===== src/rtl/dlpe_pkg.sv =====
`timescale 1ns / 1ps
// ----------------------------------------------------------------------------
// dlpe_pkg
// Shared types and constants of the line-number program engine.
// ----------------------------------------------------------------------------
package dlpe_pkg;

    localparam int ADDR_W = 28;
    localparam int FILE_W = 16;
    localparam int LINE_W = 16;
    localparam int COL_W  = 10;
    localparam int DISC_W = 28;

    // parse phases
    typedef enum logic [3:0] {
        PH_OPCODE   = 4'd0,
        PH_EXT_LEN  = 4'd1,
        PH_EXT_SUB  = 4'd2,
        PH_EXT_ADDR = 4'd3,
        PH_EXT_DISC = 4'd4,
        PH_ADV_PC   = 4'd5,
        PH_ADV_LINE = 4'd6,
        PH_SET_FILE = 4'd7,
        PH_SET_COL  = 4'd8,
        PH_FIXED_PC = 4'd9,
        PH_SET_ISA  = 4'd10
    } phase_t;

    typedef enum logic [1:0] {
        RES_NONE = 2'd0,
        RES_SOFT = 2'd1,
        RES_FULL = 2'd2
    } resume_t;

    // back-end sequencer states
    typedef enum logic [1:0] {
        BK_IDLE = 2'd0,
        BK_DIV  = 2'd1,
        BK_APPLY = 2'd2
    } bk_state_t;

    // standard opcodes
    localparam logic [7:0] OP_EXTENDED   = 8'd0;
    localparam logic [7:0] OP_COPY       = 8'd1;
    localparam logic [7:0] OP_ADV_PC     = 8'd2;
    localparam logic [7:0] OP_ADV_LINE   = 8'd3;
    localparam logic [7:0] OP_SET_FILE   = 8'd4;
    localparam logic [7:0] OP_SET_COL    = 8'd5;
    localparam logic [7:0] OP_NEG_STMT   = 8'd6;
    localparam logic [7:0] OP_SET_BB     = 8'd7;
    localparam logic [7:0] OP_CONST_ADD  = 8'd8;
    localparam logic [7:0] OP_FIXED_PC   = 8'd9;
    localparam logic [7:0] OP_SET_PRO    = 8'd10;
    localparam logic [7:0] OP_SET_EPI    = 8'd11;
    localparam logic [7:0] OP_SET_ISA    = 8'd12;
    localparam logic [7:0] EXT_END_SEQ   = 8'd1;
    localparam logic [7:0] EXT_SET_ADDR  = 8'd2;
    localparam logic [7:0] EXT_SET_DISC  = 8'd4;

    // commands handed from front to back
    typedef enum logic [3:0] {
        CMD_RESTART  = 4'd0,
        CMD_NOP      = 4'd1,
        CMD_SPECIAL  = 4'd2,
        CMD_COPY     = 4'd3,
        CMD_NEG_STMT = 4'd4,
        CMD_SET_BB   = 4'd5,
        CMD_CONST_ADD = 4'd6,
        CMD_SET_PRO  = 4'd7,
        CMD_SET_EPI  = 4'd8,
        CMD_ILLEGAL  = 4'd9,
        CMD_END_SEQ  = 4'd10,
        CMD_SET_ADDR = 4'd11,
        CMD_ADD_ADDR = 4'd12,
        CMD_SET_DISC = 4'd13,
        CMD_SET_FILE = 4'd14,
        CMD_SET_COL  = 4'd15
    } cmd_t;

    typedef struct packed {
        cmd_t        cmd;
        logic        add_line;   // operand adds to line instead
        logic [31:0] operand;
        logic [7:0]  adj;        // dividend for special/const_add
    } cmd_pkt_t;

    localparam int CMD_PKT_W = $bits(cmd_pkt_t);

    typedef struct packed {
        logic              status;
        logic [ADDR_W-1:0] address;
        logic [FILE_W-1:0] file;
        logic [LINE_W-1:0] line;
        logic [COL_W-1:0]  column;
        logic              is_stmt;
        logic              basic_block;
        logic              end_seq;
        logic              pro_end;
        logic              epilogue_begin;
        logic [DISC_W-1:0] discriminator;
    } row_t;

endpackage


===== src/rtl/dwarf_line_program_engine.sv =====
`timescale 1ns / 1ps
// ----------------------------------------------------------------------------
// dwarf_line_program_engine
// Line-number program decoder: parser front end, command queue, register
// engine with a serial divider, APB configuration registers.
// ----------------------------------------------------------------------------
// a byte that completes an instruction is queued as a command; the single
// register engine takes it while idle, runs the 8-step divider for special
// opcodes and const_add_pc, then applies it and registers any row for m_tvalid;
// it handles one command at a time behind a 2-entry queue, stalls on m_tready
// reset: synchronous active-low aresetn restores config and row registers
module dwarf_line_program_engine (
    input  logic        aclk,
    input  logic        aresetn,
    input  logic        s_tvalid,
    output logic        s_tready,
    input  logic [7:0]  s_tdata,   // code_byte [7:0]
    input  logic        s_tuser,   // operation
    output logic        m_tvalid,
    input  logic        m_tready,
    output logic [103:0] m_tdata,  // address, file, line, column, is_stmt,
                                   // basic_block, end_seq, pro_end,
                                   // epilogue_begin, discriminator; zero fill
    output logic        m_tuser,   // row_status
    input  logic        psel,
    input  logic        penable,
    input  logic        pwrite,
    input  logic [3:0]  paddr,
    input  logic [31:0] pwdata,
    output logic [31:0] prdata,
    output logic        pready
);
    import dlpe_pkg::*;

    localparam logic [1:0] REG_DEF_STMT = 2'd0;
    localparam logic [1:0] REG_LINE_BASE = 2'd1;
    localparam logic [1:0] REG_LINE_RANGE = 2'd2;
    localparam logic [1:0] REG_OPCODE_BASE = 2'd3;

    logic       def_stmt_reg;
    logic [7:0] lbase_reg, lrange_reg, obase_reg;
    logic       fq_valid, fq_ready, qb_valid, qb_ready;
    cmd_pkt_t   fq_data, qb_data;
    row_t       row;
    logic       wr_en;

    assign pready = 1'b1;
    assign wr_en  = psel && penable && pwrite && pready;

    always_ff @(posedge aclk) begin
        if (!aresetn) begin
            def_stmt_reg <= 1'b1;
            lbase_reg    <= 8'hFB;
            lrange_reg   <= 8'd14;
            obase_reg    <= 8'd13;
        end else if (wr_en && paddr[1:0] == 2'd0) begin
            case (paddr[3:2])
                REG_DEF_STMT:    def_stmt_reg <= pwdata[0];
                REG_LINE_BASE:   lbase_reg    <= pwdata[7:0];
                REG_LINE_RANGE:  lrange_reg   <= pwdata[7:0];
                REG_OPCODE_BASE: obase_reg    <= pwdata[7:0];
                default: ;
            endcase
        end
    end

    always_comb begin
        case (paddr[3:2])
            REG_DEF_STMT:    prdata = {31'd0, def_stmt_reg};
            REG_LINE_BASE:   prdata = {24'd0, lbase_reg};
            REG_LINE_RANGE:  prdata = {24'd0, lrange_reg};
            REG_OPCODE_BASE: prdata = {24'd0, obase_reg};
            default:         prdata = '0;
        endcase
    end

    dlpe_front u_front (
        .aclk        (aclk),
        .aresetn     (aresetn),
        .in_valid    (s_tvalid),
        .in_ready    (s_tready),
        .in_op       (s_tuser),
        .in_byte     (s_tdata),
        .obase       (obase_reg),
        .cmd_valid   (fq_valid),
        .cmd_ready   (fq_ready),
        .cmd_data    (fq_data)
    );

    dlpe_queue u_queue (
        .aclk     (aclk),
        .aresetn  (aresetn),
        .wr_valid (fq_valid),
        .wr_ready (fq_ready),
        .wr_data  (fq_data),
        .rd_valid (qb_valid),
        .rd_ready (qb_ready),
        .rd_data  (qb_data)
    );

    dlpe_back u_back (
        .aclk            (aclk),
        .aresetn         (aresetn),
        .cmd_valid       (qb_valid),
        .cmd_ready       (qb_ready),
        .cmd_data        (qb_data),
        .def_stmt        (def_stmt_reg),
        .lbase           (lbase_reg),
        .lrange          (lrange_reg),
        .row_valid       (m_tvalid),
        .row_ready       (m_tready),
        .row_data        (row)
    );

    assign m_tuser = row.status;
    assign m_tdata = {1'b0, row.discriminator, row.epilogue_begin, row.pro_end,
                      row.end_seq, row.basic_block, row.is_stmt, row.column,
                      row.line, row.file, row.address};

endmodule


===== src/rtl/dlpe_front.sv =====
`timescale 1ns / 1ps
// ----------------------------------------------------------------------------
// dlpe_front
// Parses program bytes and assembles operands into back-end commands.
// ----------------------------------------------------------------------------
module dlpe_front (
    input  logic                 aclk,
    input  logic                 aresetn,
    input  logic                 in_valid,
    output logic                 in_ready,
    input  logic                 in_op,
    input  logic [7:0]           in_byte,
    input  logic [7:0]           obase,
    output logic                 cmd_valid,
    input  logic                 cmd_ready,
    output dlpe_pkg::cmd_pkt_t   cmd_data
);
    import dlpe_pkg::*;

    phase_t      phase_reg, phase_next;
    logic [31:0] acc_reg, acc_next;
    logic [5:0]  shift_reg, shift_next;
    logic        out_valid;
    cmd_pkt_t    pkt;
    logic        take;
    logic        last_leb;
    logic [31:0] leb_acc;
    logic [31:0] le_acc;
    logic [5:0]  le_shift;
    logic [31:0] sext_v;

    assign in_ready  = cmd_ready;
    assign take      = in_valid && in_ready;
    assign cmd_valid = take && out_valid;
    assign cmd_data  = pkt;
    assign last_leb  = !in_byte[7];

    always_comb begin
        leb_acc = acc_reg;
        if (shift_reg < 6'd31) begin
            leb_acc = acc_reg | ({25'd0, in_byte[6:0]} << shift_reg[4:0]);
        end
        le_acc   = acc_reg;
        le_shift = shift_reg;
        if (shift_reg < 6'd32) begin
            le_acc   = acc_reg | ({24'd0, in_byte} << shift_reg[4:0]);
            le_shift = shift_reg + 6'd8;
        end
        sext_v = leb_acc;
        if (shift_reg < 6'd24) begin
            // shift after this byte is shift_reg+7, below 31
            if (leb_acc[shift_reg[4:0] + 5'd6]) begin
                sext_v = leb_acc | (32'hFFFF_FFFF << (shift_reg[4:0] + 5'd7));
            end
        end
    end

    always_comb begin
        phase_next = phase_reg;
        acc_next   = acc_reg;
        shift_next = shift_reg;
        out_valid  = 1'b0;
        pkt        = '0;
        pkt.cmd    = CMD_NOP;
        if (in_op) begin
            out_valid  = 1'b1;
            pkt.cmd    = CMD_RESTART;
            phase_next = PH_OPCODE;
            acc_next   = '0;
            shift_next = '0;
        end else begin
            out_valid = 1'b1;
            case (phase_reg)
                PH_OPCODE: begin
                    acc_next   = '0;
                    shift_next = '0;
                    if (in_byte >= obase) begin
                        pkt.cmd = CMD_SPECIAL;
                        pkt.adj = in_byte - obase;
                    end else begin
                        case (in_byte)
                            OP_EXTENDED:  phase_next = PH_EXT_LEN;
                            OP_COPY:      pkt.cmd = CMD_COPY;
                            OP_ADV_PC:    phase_next = PH_ADV_PC;
                            OP_ADV_LINE:  phase_next = PH_ADV_LINE;
                            OP_SET_FILE:  phase_next = PH_SET_FILE;
                            OP_SET_COL:   phase_next = PH_SET_COL;
                            OP_NEG_STMT:  pkt.cmd = CMD_NEG_STMT;
                            OP_SET_BB:    pkt.cmd = CMD_SET_BB;
                            OP_CONST_ADD: begin
                                pkt.cmd = CMD_CONST_ADD;
                                pkt.adj = 8'd255 - obase;
                            end
                            OP_FIXED_PC:  phase_next = PH_FIXED_PC;
                            OP_SET_PRO:   pkt.cmd = CMD_SET_PRO;
                            OP_SET_EPI:   pkt.cmd = CMD_SET_EPI;
                            OP_SET_ISA:   phase_next = PH_SET_ISA;
                            default:      pkt.cmd = CMD_ILLEGAL;
                        endcase
                    end
                end
                PH_EXT_LEN: begin
                    if (shift_reg < 6'd31) begin
                        shift_next = shift_reg + 6'd7;
                    end
                    acc_next = leb_acc;
                    if (last_leb) begin
                        phase_next = PH_EXT_SUB;
                    end
                end
                PH_EXT_SUB: begin
                    phase_next = PH_OPCODE;
                    acc_next   = '0;
                    shift_next = '0;
                    case (in_byte)
                        EXT_END_SEQ:  pkt.cmd = CMD_END_SEQ;
                        EXT_SET_ADDR: phase_next = PH_EXT_ADDR;
                        EXT_SET_DISC: phase_next = PH_EXT_DISC;
                        default:      pkt.cmd = CMD_ILLEGAL;
                    endcase
                end
                PH_EXT_ADDR, PH_FIXED_PC: begin
                    acc_next   = le_acc;
                    shift_next = le_shift;
                    if (phase_reg == PH_EXT_ADDR && le_shift >= 6'd32) begin
                        pkt.cmd     = CMD_SET_ADDR;
                        pkt.operand = le_acc;
                        phase_next  = PH_OPCODE;
                    end else if (phase_reg == PH_FIXED_PC && le_shift >= 6'd16) begin
                        pkt.cmd     = CMD_ADD_ADDR;
                        pkt.operand = {16'd0, le_acc[15:0]};
                        phase_next  = PH_OPCODE;
                    end
                end
                PH_EXT_DISC, PH_ADV_PC, PH_SET_FILE, PH_SET_COL, PH_SET_ISA,
                PH_ADV_LINE: begin
                    if (shift_reg < 6'd31) begin
                        shift_next = shift_reg + 6'd7;
                    end
                    acc_next = leb_acc;
                    if (last_leb) begin
                        phase_next  = PH_OPCODE;
                        pkt.operand = leb_acc;
                        case (phase_reg)
                            PH_EXT_DISC: pkt.cmd = CMD_SET_DISC;
                            PH_ADV_PC:   pkt.cmd = CMD_ADD_ADDR;
                            PH_SET_FILE: pkt.cmd = CMD_SET_FILE;
                            PH_SET_COL:  pkt.cmd = CMD_SET_COL;
                            PH_ADV_LINE: begin
                                pkt.cmd      = CMD_ADD_ADDR;
                                pkt.add_line = 1'b1;
                                pkt.operand  = sext_v;
                            end
                            default:     pkt.cmd = CMD_NOP;
                        endcase
                    end
                end
                default: phase_next = PH_OPCODE;
            endcase
        end
    end

    always_ff @(posedge aclk) begin
        if (!aresetn) begin
            phase_reg <= PH_OPCODE;
            acc_reg   <= '0;
            shift_reg <= '0;
        end else if (take) begin
            phase_reg <= phase_next;
            acc_reg   <= acc_next;
            shift_reg <= shift_next;
        end
    end

    property p_restart_clears;
        @(posedge aclk) disable iff (!aresetn)
            (take && in_op) |=> (phase_reg == PH_OPCODE && shift_reg == 6'd0);
    endproperty
    a_restart_clears: assert property (p_restart_clears)
        else $error("restart did not return parser to opcode phase");

    property p_shift_bound;
        @(posedge aclk) disable iff (!aresetn) shift_reg <= 6'd40;
    endproperty
    a_shift_bound: assert property (p_shift_bound)
        else $error("operand shift out of range");

    property p_cmd_on_take;
        @(posedge aclk) disable iff (!aresetn) cmd_valid |-> take;
    endproperty
    a_cmd_on_take: assert property (p_cmd_on_take)
        else $error("command issued without input transaction");

endmodule


===== src/rtl/dlpe_queue.sv =====
`timescale 1ns / 1ps
// ----------------------------------------------------------------------------
// dlpe_queue
// Two-entry command queue between parser and register engine.
// ----------------------------------------------------------------------------
module dlpe_queue (
    input  logic               aclk,
    input  logic               aresetn,
    input  logic               wr_valid,
    output logic               wr_ready,
    input  dlpe_pkg::cmd_pkt_t wr_data,
    output logic               rd_valid,
    input  logic               rd_ready,
    output dlpe_pkg::cmd_pkt_t rd_data
);
    import dlpe_pkg::*;

    cmd_pkt_t   mem_reg [2];
    logic       wp_reg, rp_reg;
    logic [1:0] cnt_reg;
    logic       push, pop;

    assign wr_ready = cnt_reg != 2'd2;
    assign rd_valid = cnt_reg != 2'd0;
    assign rd_data  = mem_reg[rp_reg];
    assign push     = wr_valid && wr_ready;
    assign pop      = rd_valid && rd_ready;

    always_ff @(posedge aclk) begin
        if (push) begin
            mem_reg[wp_reg] <= wr_data;
        end
    end

    always_ff @(posedge aclk) begin
        if (!aresetn) begin
            wp_reg  <= 1'b0;
            rp_reg  <= 1'b0;
            cnt_reg <= 2'd0;
        end else begin
            if (push) wp_reg <= ~wp_reg;
            if (pop)  rp_reg <= ~rp_reg;
            cnt_reg <= cnt_reg + {1'b0, push} - {1'b0, pop};
        end
    end

    property p_no_overflow;
        @(posedge aclk) disable iff (!aresetn) cnt_reg <= 2'd2;
    endproperty
    a_no_overflow: assert property (p_no_overflow)
        else $error("queue count out of range");

    property p_ptr_match;
        @(posedge aclk) disable iff (!aresetn)
            (cnt_reg == 2'd0 || cnt_reg == 2'd2) |-> (wp_reg == rp_reg);
    endproperty
    a_ptr_match: assert property (p_ptr_match)
        else $error("queue pointers inconsistent with count");

    property p_empty_after_drain;
        @(posedge aclk) disable iff (!aresetn)
            (cnt_reg == 2'd1 && pop && !push) |=> !rd_valid;
    endproperty
    a_empty_after_drain: assert property (p_empty_after_drain)
        else $error("queue not empty after last pop");

endmodule


===== src/rtl/dlpe_back.sv =====
`timescale 1ns / 1ps
// ----------------------------------------------------------------------------
// dlpe_back
// Row register engine: applies commands, runs the special-opcode divider
// and holds a result register for the output stream.
// ----------------------------------------------------------------------------
module dlpe_back (
    input  logic               aclk,
    input  logic               aresetn,
    input  logic               cmd_valid,
    output logic               cmd_ready,
    input  dlpe_pkg::cmd_pkt_t cmd_data,
    input  logic               def_stmt,
    input  logic [7:0]         lbase,
    input  logic [7:0]         lrange,
    output logic               row_valid,
    input  logic               row_ready,
    output dlpe_pkg::row_t     row_data
);
    import dlpe_pkg::*;

    bk_state_t         state_reg, state_next;
    logic [ADDR_W-1:0] addr_reg, addr_next;
    logic [FILE_W-1:0] file_reg, file_next;
    logic [LINE_W-1:0] line_reg, line_next;
    logic [COL_W-1:0]  column_reg, column_next;
    logic [4:0]        flag_reg, flag_next;
    logic [DISC_W-1:0] disc_reg, disc_next;
    resume_t           resume_reg, resume_next;
    cmd_pkt_t          cur_reg, cur_next;
    logic [7:0]        quo_reg, quo_next;
    logic [7:0]        rem_reg, rem_next;
    logic [3:0]        cnt_reg, cnt_next;
    logic              ovalid_reg, ovalid_next;
    row_t              row_reg, row_next;
    logic [8:0]        trial;
    logic [7:0]        q_eff, r_eff;
    logic              emit, illegal;

    assign row_valid = ovalid_reg;
    assign row_data  = row_reg;
    assign trial     = {rem_reg, cur_reg.adj[3'd7 - cnt_reg[2:0]]} - {1'b0, lrange};
    assign q_eff     = (lrange == 8'd0) ? 8'd255 : quo_reg;
    assign r_eff     = (lrange == 8'd0) ? cur_reg.adj : rem_reg;

    always_comb begin
        cmd_ready = (state_reg == BK_IDLE) && (!ovalid_reg || row_ready);
    end

    always_comb begin
        state_next  = state_reg;
        addr_next   = addr_reg;
        file_next   = file_reg;
        line_next   = line_reg;
        column_next = column_reg;
        flag_next   = flag_reg;
        disc_next   = disc_reg;
        resume_next = resume_reg;
        cur_next    = cur_reg;
        quo_next    = quo_reg;
        rem_next    = rem_reg;
        cnt_next    = cnt_reg;
        ovalid_next = ovalid_reg && !row_ready;
        row_next    = row_reg;
        emit        = 1'b0;
        illegal     = 1'b0;
        case (state_reg)
            BK_IDLE: begin
                if (cmd_valid && cmd_ready) begin
                    cur_next = cmd_data;
                    if (cmd_data.cmd == CMD_RESTART) begin
                        addr_next   = '0;
                        file_next   = FILE_W'(1);
                        line_next   = LINE_W'(1);
                        column_next = '0;
                        flag_next   = {4'd0, def_stmt};
                        disc_next   = '0;
                        resume_next = RES_NONE;
                    end else begin
                        if (resume_reg == RES_FULL) begin
                            addr_next   = '0;
                            file_next   = FILE_W'(1);
                            line_next   = LINE_W'(1);
                            column_next = '0;
                            flag_next   = {4'd0, def_stmt};
                            disc_next   = '0;
                        end else if (resume_reg == RES_SOFT) begin
                            disc_next = '0;
                            flag_next = flag_reg & 5'b00101;
                        end
                        resume_next = RES_NONE;
                        state_next  = BK_APPLY;
                        if (cmd_data.cmd == CMD_SPECIAL || cmd_data.cmd == CMD_CONST_ADD) begin
                            state_next = BK_DIV;
                            quo_next   = '0;
                            rem_next   = '0;
                            cnt_next   = '0;
                        end
                    end
                end
            end
            BK_DIV: begin
                // restoring divide, one quotient bit a cycle
                if (!trial[8]) begin
                    rem_next = trial[7:0];
                    quo_next = {quo_reg[6:0], 1'b1};
                end else begin
                    rem_next = {rem_reg[6:0], cur_reg.adj[3'd7 - cnt_reg[2:0]]};
                    quo_next = {quo_reg[6:0], 1'b0};
                end
                cnt_next = cnt_reg + 4'd1;
                if (cnt_reg == 4'd7) begin
                    state_next = BK_APPLY;
                end
            end
            BK_APPLY: begin
                state_next = BK_IDLE;
                case (cur_reg.cmd)
                    CMD_SPECIAL: begin
                        addr_next = addr_reg + ADDR_W'(q_eff);
                        line_next = line_reg + {{8{lbase[7]}}, lbase}
                                  + LINE_W'(r_eff);
                        emit = 1'b1;
                    end
                    CMD_CONST_ADD: addr_next = addr_reg + ADDR_W'(q_eff);
                    CMD_COPY:     emit = 1'b1;
                    CMD_NEG_STMT: flag_next = flag_reg ^ 5'b00001;
                    CMD_SET_BB:   flag_next = flag_reg | 5'b00010;
                    CMD_SET_PRO:  flag_next = flag_reg | 5'b01000;
                    CMD_SET_EPI:  flag_next = flag_reg | 5'b10000;
                    CMD_ILLEGAL:  illegal = 1'b1;
                    CMD_END_SEQ: begin
                        flag_next   = flag_reg | 5'b00100;
                        emit        = 1'b1;
                        resume_next = RES_FULL;
                    end
                    CMD_SET_ADDR: addr_next = cur_reg.operand[ADDR_W-1:0];
                    CMD_ADD_ADDR: begin
                        if (cur_reg.add_line) begin
                            line_next = line_reg + cur_reg.operand[LINE_W-1:0];
                        end else begin
                            addr_next = addr_reg + cur_reg.operand[ADDR_W-1:0];
                        end
                    end
                    CMD_SET_DISC: disc_next = cur_reg.operand[DISC_W-1:0];
                    CMD_SET_FILE: file_next = cur_reg.operand[FILE_W-1:0];
                    CMD_SET_COL:  column_next = cur_reg.operand[COL_W-1:0];
                    default: ;
                endcase
                if (illegal) begin
                    resume_next = RES_FULL;
                end else if (emit && cur_reg.cmd != CMD_END_SEQ) begin
                    resume_next = RES_SOFT;
                end
                if (emit || illegal) begin
                    ovalid_next            = 1'b1;
                    row_next.status        = illegal;
                    row_next.address       = addr_next;
                    row_next.file          = file_next;
                    row_next.line          = line_next;
                    row_next.column        = column_next;
                    row_next.is_stmt       = flag_next[0];
                    row_next.basic_block   = flag_next[1];
                    row_next.end_seq       = flag_next[2];
                    row_next.pro_end       = flag_next[3];
                    row_next.epilogue_begin = flag_next[4];
                    row_next.discriminator = disc_next;
                end
            end
            default: state_next = BK_IDLE;
        endcase
    end

    always_ff @(posedge aclk) begin
        if (!aresetn) begin
            state_reg  <= BK_IDLE;
            addr_reg   <= '0;
            file_reg   <= FILE_W'(1);
            line_reg   <= LINE_W'(1);
            column_reg <= '0;
            flag_reg   <= 5'b00001;
            disc_reg   <= '0;
            resume_reg <= RES_NONE;
            ovalid_reg <= 1'b0;
            cnt_reg    <= '0;
        end else begin
            state_reg  <= state_next;
            addr_reg   <= addr_next;
            file_reg   <= file_next;
            line_reg   <= line_next;
            column_reg <= column_next;
            flag_reg   <= flag_next;
            disc_reg   <= disc_next;
            resume_reg <= resume_next;
            ovalid_reg <= ovalid_next;
            cnt_reg    <= cnt_next;
        end
    end

    always_ff @(posedge aclk) begin
        cur_reg <= cur_next;
        quo_reg <= quo_next;
        rem_reg <= rem_next;
        row_reg <= row_next;
    end

    property p_hold_stalled;
        @(posedge aclk) disable iff (!aresetn)
            (row_valid && !row_ready) |=> row_valid;
    endproperty
    a_hold_stalled: assert property (p_hold_stalled)
        else $error("result dropped while stalled");

    property p_div_len;
        @(posedge aclk) disable iff (!aresetn)
            (state_reg == BK_DIV) |-> (cnt_reg <= 4'd7);
    endproperty
    a_div_len: assert property (p_div_len)
        else $error("divider ran past eight steps");

    property p_end_full;
        @(posedge aclk) disable iff (!aresetn)
            (state_reg == BK_APPLY && cur_reg.cmd == CMD_END_SEQ)
            |=> (resume_reg == RES_FULL);
    endproperty
    a_end_full: assert property (p_end_full)
        else $error("end of sequence did not schedule full reset");

endmodule


===== config.mk =====
export PLATFORM = sky130hd
export DESIGN_NAME = dwarf_line_program_engine
export DESIGN_NICKNAME = d
export VERILOG_FILES = /design/src/rtl/dlpe_pkg.sv /design/src/rtl/dwarf_line_program_engine.sv /design/src/rtl/dlpe_front.sv /design/src/rtl/dlpe_queue.sv /design/src/rtl/dlpe_back.sv
export SDC_FILE = /design/constraint.sdc
export NUM_CORES = 1
export LEC_CHECK = 0
export BUFFER_PORTS_ARGS = -buffer_cell sky130_fd_sc_hd__buf_2
export CAP_MARGIN = 5
export CORE_MARGIN = 5
export CORE_UTILIZATION = 56
export CTS_BUF_LIST = sky130_fd_sc_hd__clkbuf_4 sky130_fd_sc_hd__clkbuf_8 sky130_fd_sc_hd__clkbuf_16
export CTS_CLUSTER_DIAMETER = 80
export DETAILED_ROUTE_END_ITERATION = 12
export PLACE_DENSITY = 0.76
export SLEW_MARGIN = 20
export SYNTH_ARGS = -nofsm -noshare
export SYNTH_HDL_FRONTEND = slang
export SYNTH_HIERARCHICAL = 1
export SYNTH_SLANG_ARGS = --single-unit
export TNS_END_PERCENT = 20

===== constraint.sdc =====
create_clock -name aclk -period 8 [get_ports aclk]
set_clock_uncertainty 0.15 [all_clocks]
set_input_delay 0.4 -clock aclk [delete_from_list [all_inputs] [get_ports aclk]]
set_output_delay 0.4 -clock aclk [all_outputs]
set_load 0.02 [all_outputs]

* After elaboration in Yosys (flattened, before gate mapping) *
Memories as Yosys holds them, arrays and structs flattened. A register that Yosys moved wholly into a read port is not among the register bits.
Cells that the tools add are included.

word-level totals
  flip-flop bits (word level) = 344
  memory bits (writable) = 90
  input port bits = 52
  output and inout bits = 140
  word-level logic and storage cells = 289
  memories kept = 1

cells by class
  add/subtract/negate cells = 16
  $lt $le $gt $ge = 8
  equality and inequality tests = 61
  shifts and indexed selects = 3
  multiplexer cells = 106
  bitwise logic cells = 6
  reduce and logical (&&, ||, !) cells = 50

memories
  name             words  bits a word  rd ports  clocked after Yosys merged registers in  wr ports  RTL line          RTL
  u_queue.mem_reg  2      45           1         1                                        1         dlpe_queue.sv:18  cmd_pkt_t mem_reg [2];

operators with widths
  kind                count
  $mux 28             9
  $mux 32             6
  $pmux 32 s4         1
  $pmux 28 s2         2
  $mux 16             6
  $or 32x32->32       3
  $pmux 16 s2         3
  $pmux 32 s3         1
  $pmux 28 s3         1
  $mux 8              9
  $pmux 32 s2         1
  $pmux 4 s7          2
  $mux 4              13
  $eq 4x4->1 const B  11
  $mux 41             1
  $eq 4x3->1 const B  10
  $eq 8x4->1 const B  5
  $mux 10             4
  $mux 37             1
  $mux 33             1
  $add 16x16->16      2
  $eq 8x3->1 const B  4
  $pmux 4 s4          2
  $pmux 8 s2          2
  other kinds (67)    150

* Longest topological paths before layout *
  depth in word-level cells = 11
  mapped depth = 17
  mapped depth without buffers = 15

* Modules after synthesis *
Netlist, hierarchy kept.

modules (own cells, without submodules)
  module                     times used  cells an instance  area each (sq um)  sequential area each (sq um)
  dlpe_back                  1           1,507              15,313.4           7,076.8
  dlpe_front                 1           894                6,042.0            840.8
  dlpe_queue                 1           164                3,684.8            2,802.7
  dwarf_line_program_engine  1           154                1,401.3            500.5

* Least setup slack after synthesis *
Ideal clock, no wire load.

  kind = register to register
  from = register u_back.state_reg[1]
  to = register u_back.row_reg, in the netlist u_back/row_data[0] (enable)
  arrival time = 7,992 ps
  required time = 7,154 ps
  path slack = -839 ps
  cell stages (with the launch flop) = 5
  clock period less this slack = 8,839 ps
  cells stage by stage = dfxtp_1 clkbuf_1 nand2_1 clkbuf_1 nor3_1

on the way
  longest elaborated chain between the ends = 2

RTL lines
  what                        RTL line          RTL
  start: declaration          dlpe_back.sv:22   bk_state_t state_reg, state_next;
  start signal: assignment    dlpe_back.sv:187  state_reg <= state_next;
  $eq 2x2->1                  dlpe_back.sv:67   case (state_reg)
  $reduce_and 2->1 (no line)  --
  end signal: assignment      dlpe_back.sv:204  row_reg <= row_next;
  end: declaration            dlpe_back.sv:35   row_t row_reg, row_next;

No other way between the ends.
A chain may end at the register's enable or synchronous reset.

==> metrics.csv <==
stage;metric;value;unit
synth;syn-instance-count;2695;
die;rows;79;
placed_design;place_area;0.0270;mm²
grt;grt_start_max_net_pins;83;
cells_and_area;final_nets;2923;
clocking;clockBufferDepth;3;
sta;relSlewSlack;0.240;
detailed_routing;routed_wl;77800;µm
die;fp.dieH;226;µm
setup_path;max_stage_delay;900;ps
setup_path;critPathArrivalTime;5070;ps
setup_path;startpoint_type;flip-flop;
cells_and_area;final_area;0.0286;mm²
sta;period_minus_slack;4950;ps
placed_design;io_buffers;141;
status;status;completed;
cells_and_area;mostFrequentLayoutCells;243 x edfxtp_1, 228 x nor2_1, 195 x nand2_1;
clocking;post_cts_buffers;0;
clocking;root_buffer;clkbuf_16;
setup_path;slowest_stage;dfxtp_2;
sta;setup_ws;3050;ps
setup_path;crit_path_max_fanout;45;
synth;ys_warn_count;6;
die;die_width;226;µm
sta;rsz0062_at_grt;false;
hold_path;min-delay-path-class;input port to flip-flop;
detailed_routing;dr.first_iter.drc_count;2366;
grt;track_usage;0.298;
synth;syn_area_per_cell;9.67;µm²
clocking;clk_latency;580;ps
setup_path;worstPathCellList;inv_1 -> buf_4 -> ha_1 -> inv_1 -> a21o_1 -> o221a_2 -> o311ai_1 -> nor3_2 -> o21ai_2 -> o31ai_1;
cells_and_area;area_growth;9.73;%
setup_path;worstSetupPathType;flip-flop to flip-flop;
cells_and_area;regArea;0.0110;mm²
placed_design;dp_slack;3160;ps
power;finalPower;0.00766;W
die;core-area;0.0463;mm²
clocking;clkTransAtPathRegs;60;ps
clocking;cts_hold_buf;11;
cells_and_area;multi_input_area;0.0139;mm²
sta;max_slew.worst_pin.slew;1140;ps
power;p_leak;10.7;nW
sta;finalHoldViolCount;0;
run;drv_cap;0;
die;dieArea;0.0510;mm²
clocking;ctsResizeCount;0;
placed_design;gp_congestion;0.988;
sta;fmax;202;MHz
cells_and_area;n_fill_cell;3881;
detailed_routing;post_drt_wl_per_cell;22.8;µm
die;io_pins;192;
sta;fin_crit_sh;0.618;
grt;antenna_found_initial;1;
clocking;htree_levels;2;
sta;drv_slew;0;
grt;grt_pass1_vias;21400;
sta;report.final.setup_viol;0;
power;p_per_area;268;mW/mm²
detailed_routing;drcViolationCount;0;
detailed_routing;via_per_inst;6.53;
detailed_routing;dr.pass1.iters;6;
setup_path;cp_common_cell;inv_1;
grt;grt_overflow;0;
detailed_routing;routed-via-count;22200;
sta;holdWs;135;ps
clocking;clock-sinks;427;
placed_design;hpwl;55200;µm
die;start_util;0.563;
grt;grt_pass1_wl;121000;µm
cells_and_area;final_common_cell;edfxtp_1;
clocking;cts_tree;done;
setup_path;worstPathRequired;8120;ps
synth;syn_area;0.0261;mm²
cells_and_area;layout-drive-gt1-share;0.159;
cells_and_area;largest_reg_flops;104;
detailed_routing;antenna_left;0;
power;peakVddDrop;0.179;mV
clocking;cts_buffers;46;
setup_path;worstSetupEndpointType;flip-flop;
sta;setup_tns;0;ps
==> final timing paths <==
kind	end	startpoint	depth (start not counted)	slack (ps)
worst min register to register	u_back/flag_reg[2]	u_back/flag_reg[2]	2	330
worst max-delay path	u_queue/mem_reg[1][28]	u_front/shift_reg[2]	10	3050
worst min-delay path	lrange_reg[3]	paddr[1]	4	140
worst max register to register	u_queue/mem_reg[1][28]	u_front/shift_reg[2]	10	3050
==> final cells by class <==
| type | instances | area share |
|---|---|---|
| multi-input combinational | 2008 | 0.487 |
| clock inverter | 28 | 0.00831 |
| sequential | 427 | 0.384 |
| tap | 607 | 0.0266 |
| timing repair buffer | 186 | 0.0379 |
| inverter | 89 | 0.0117 |
| clock buffer | 57 | 0.0448 |
| antenna | 1 | 0.0000875 |
==> worst max-delay path, delay by kind of cell (launching register included) <==
| family | cells | cell delay [ps] |
|---|---|---|
| AOI/OAI and AO/OA | 5 | 1920 |
| adders and majority gates | 1 | 800 |
| buffers and inverters | 3 | 700 |
| DFF | 1 | 900 |
| and+or+nand+nor | 1 | 150 |
==> where the power goes <==
part | switching (W) | leakage (nW) | internal (W)
logic | 0.00159 | 6.14 | 0.000873
registers | 0.000345 | 3.81 | 0.00273
clock network | 0.000909 | 0.743 | 0.00122
total | 0.00285 | 10.7 | 0.00482
==> routing by layer <==
metal,vias up,part of all wire,track usage
li1,10200,-,-
met1,10700,0.41,0.402
met2,1122,0.46,0.483
met3,215,0.083,0.0459
met4,0,0.042,0.121
met5,-,0,0
==> stage by stage <==
| stage | cells | util |
|---|---|---|
| final | 3403 | 0.618 |
| after global routing | 3402 | 0.618 |
| after CTS | 3402 | 0.618 |
| after detailed placement | 3306 | 0.583 |
| after global placement | 3305 | 0.582 |
| after floorplan | 2719 | - |
No activity file was read; power rests on OpenSTA's default activity.
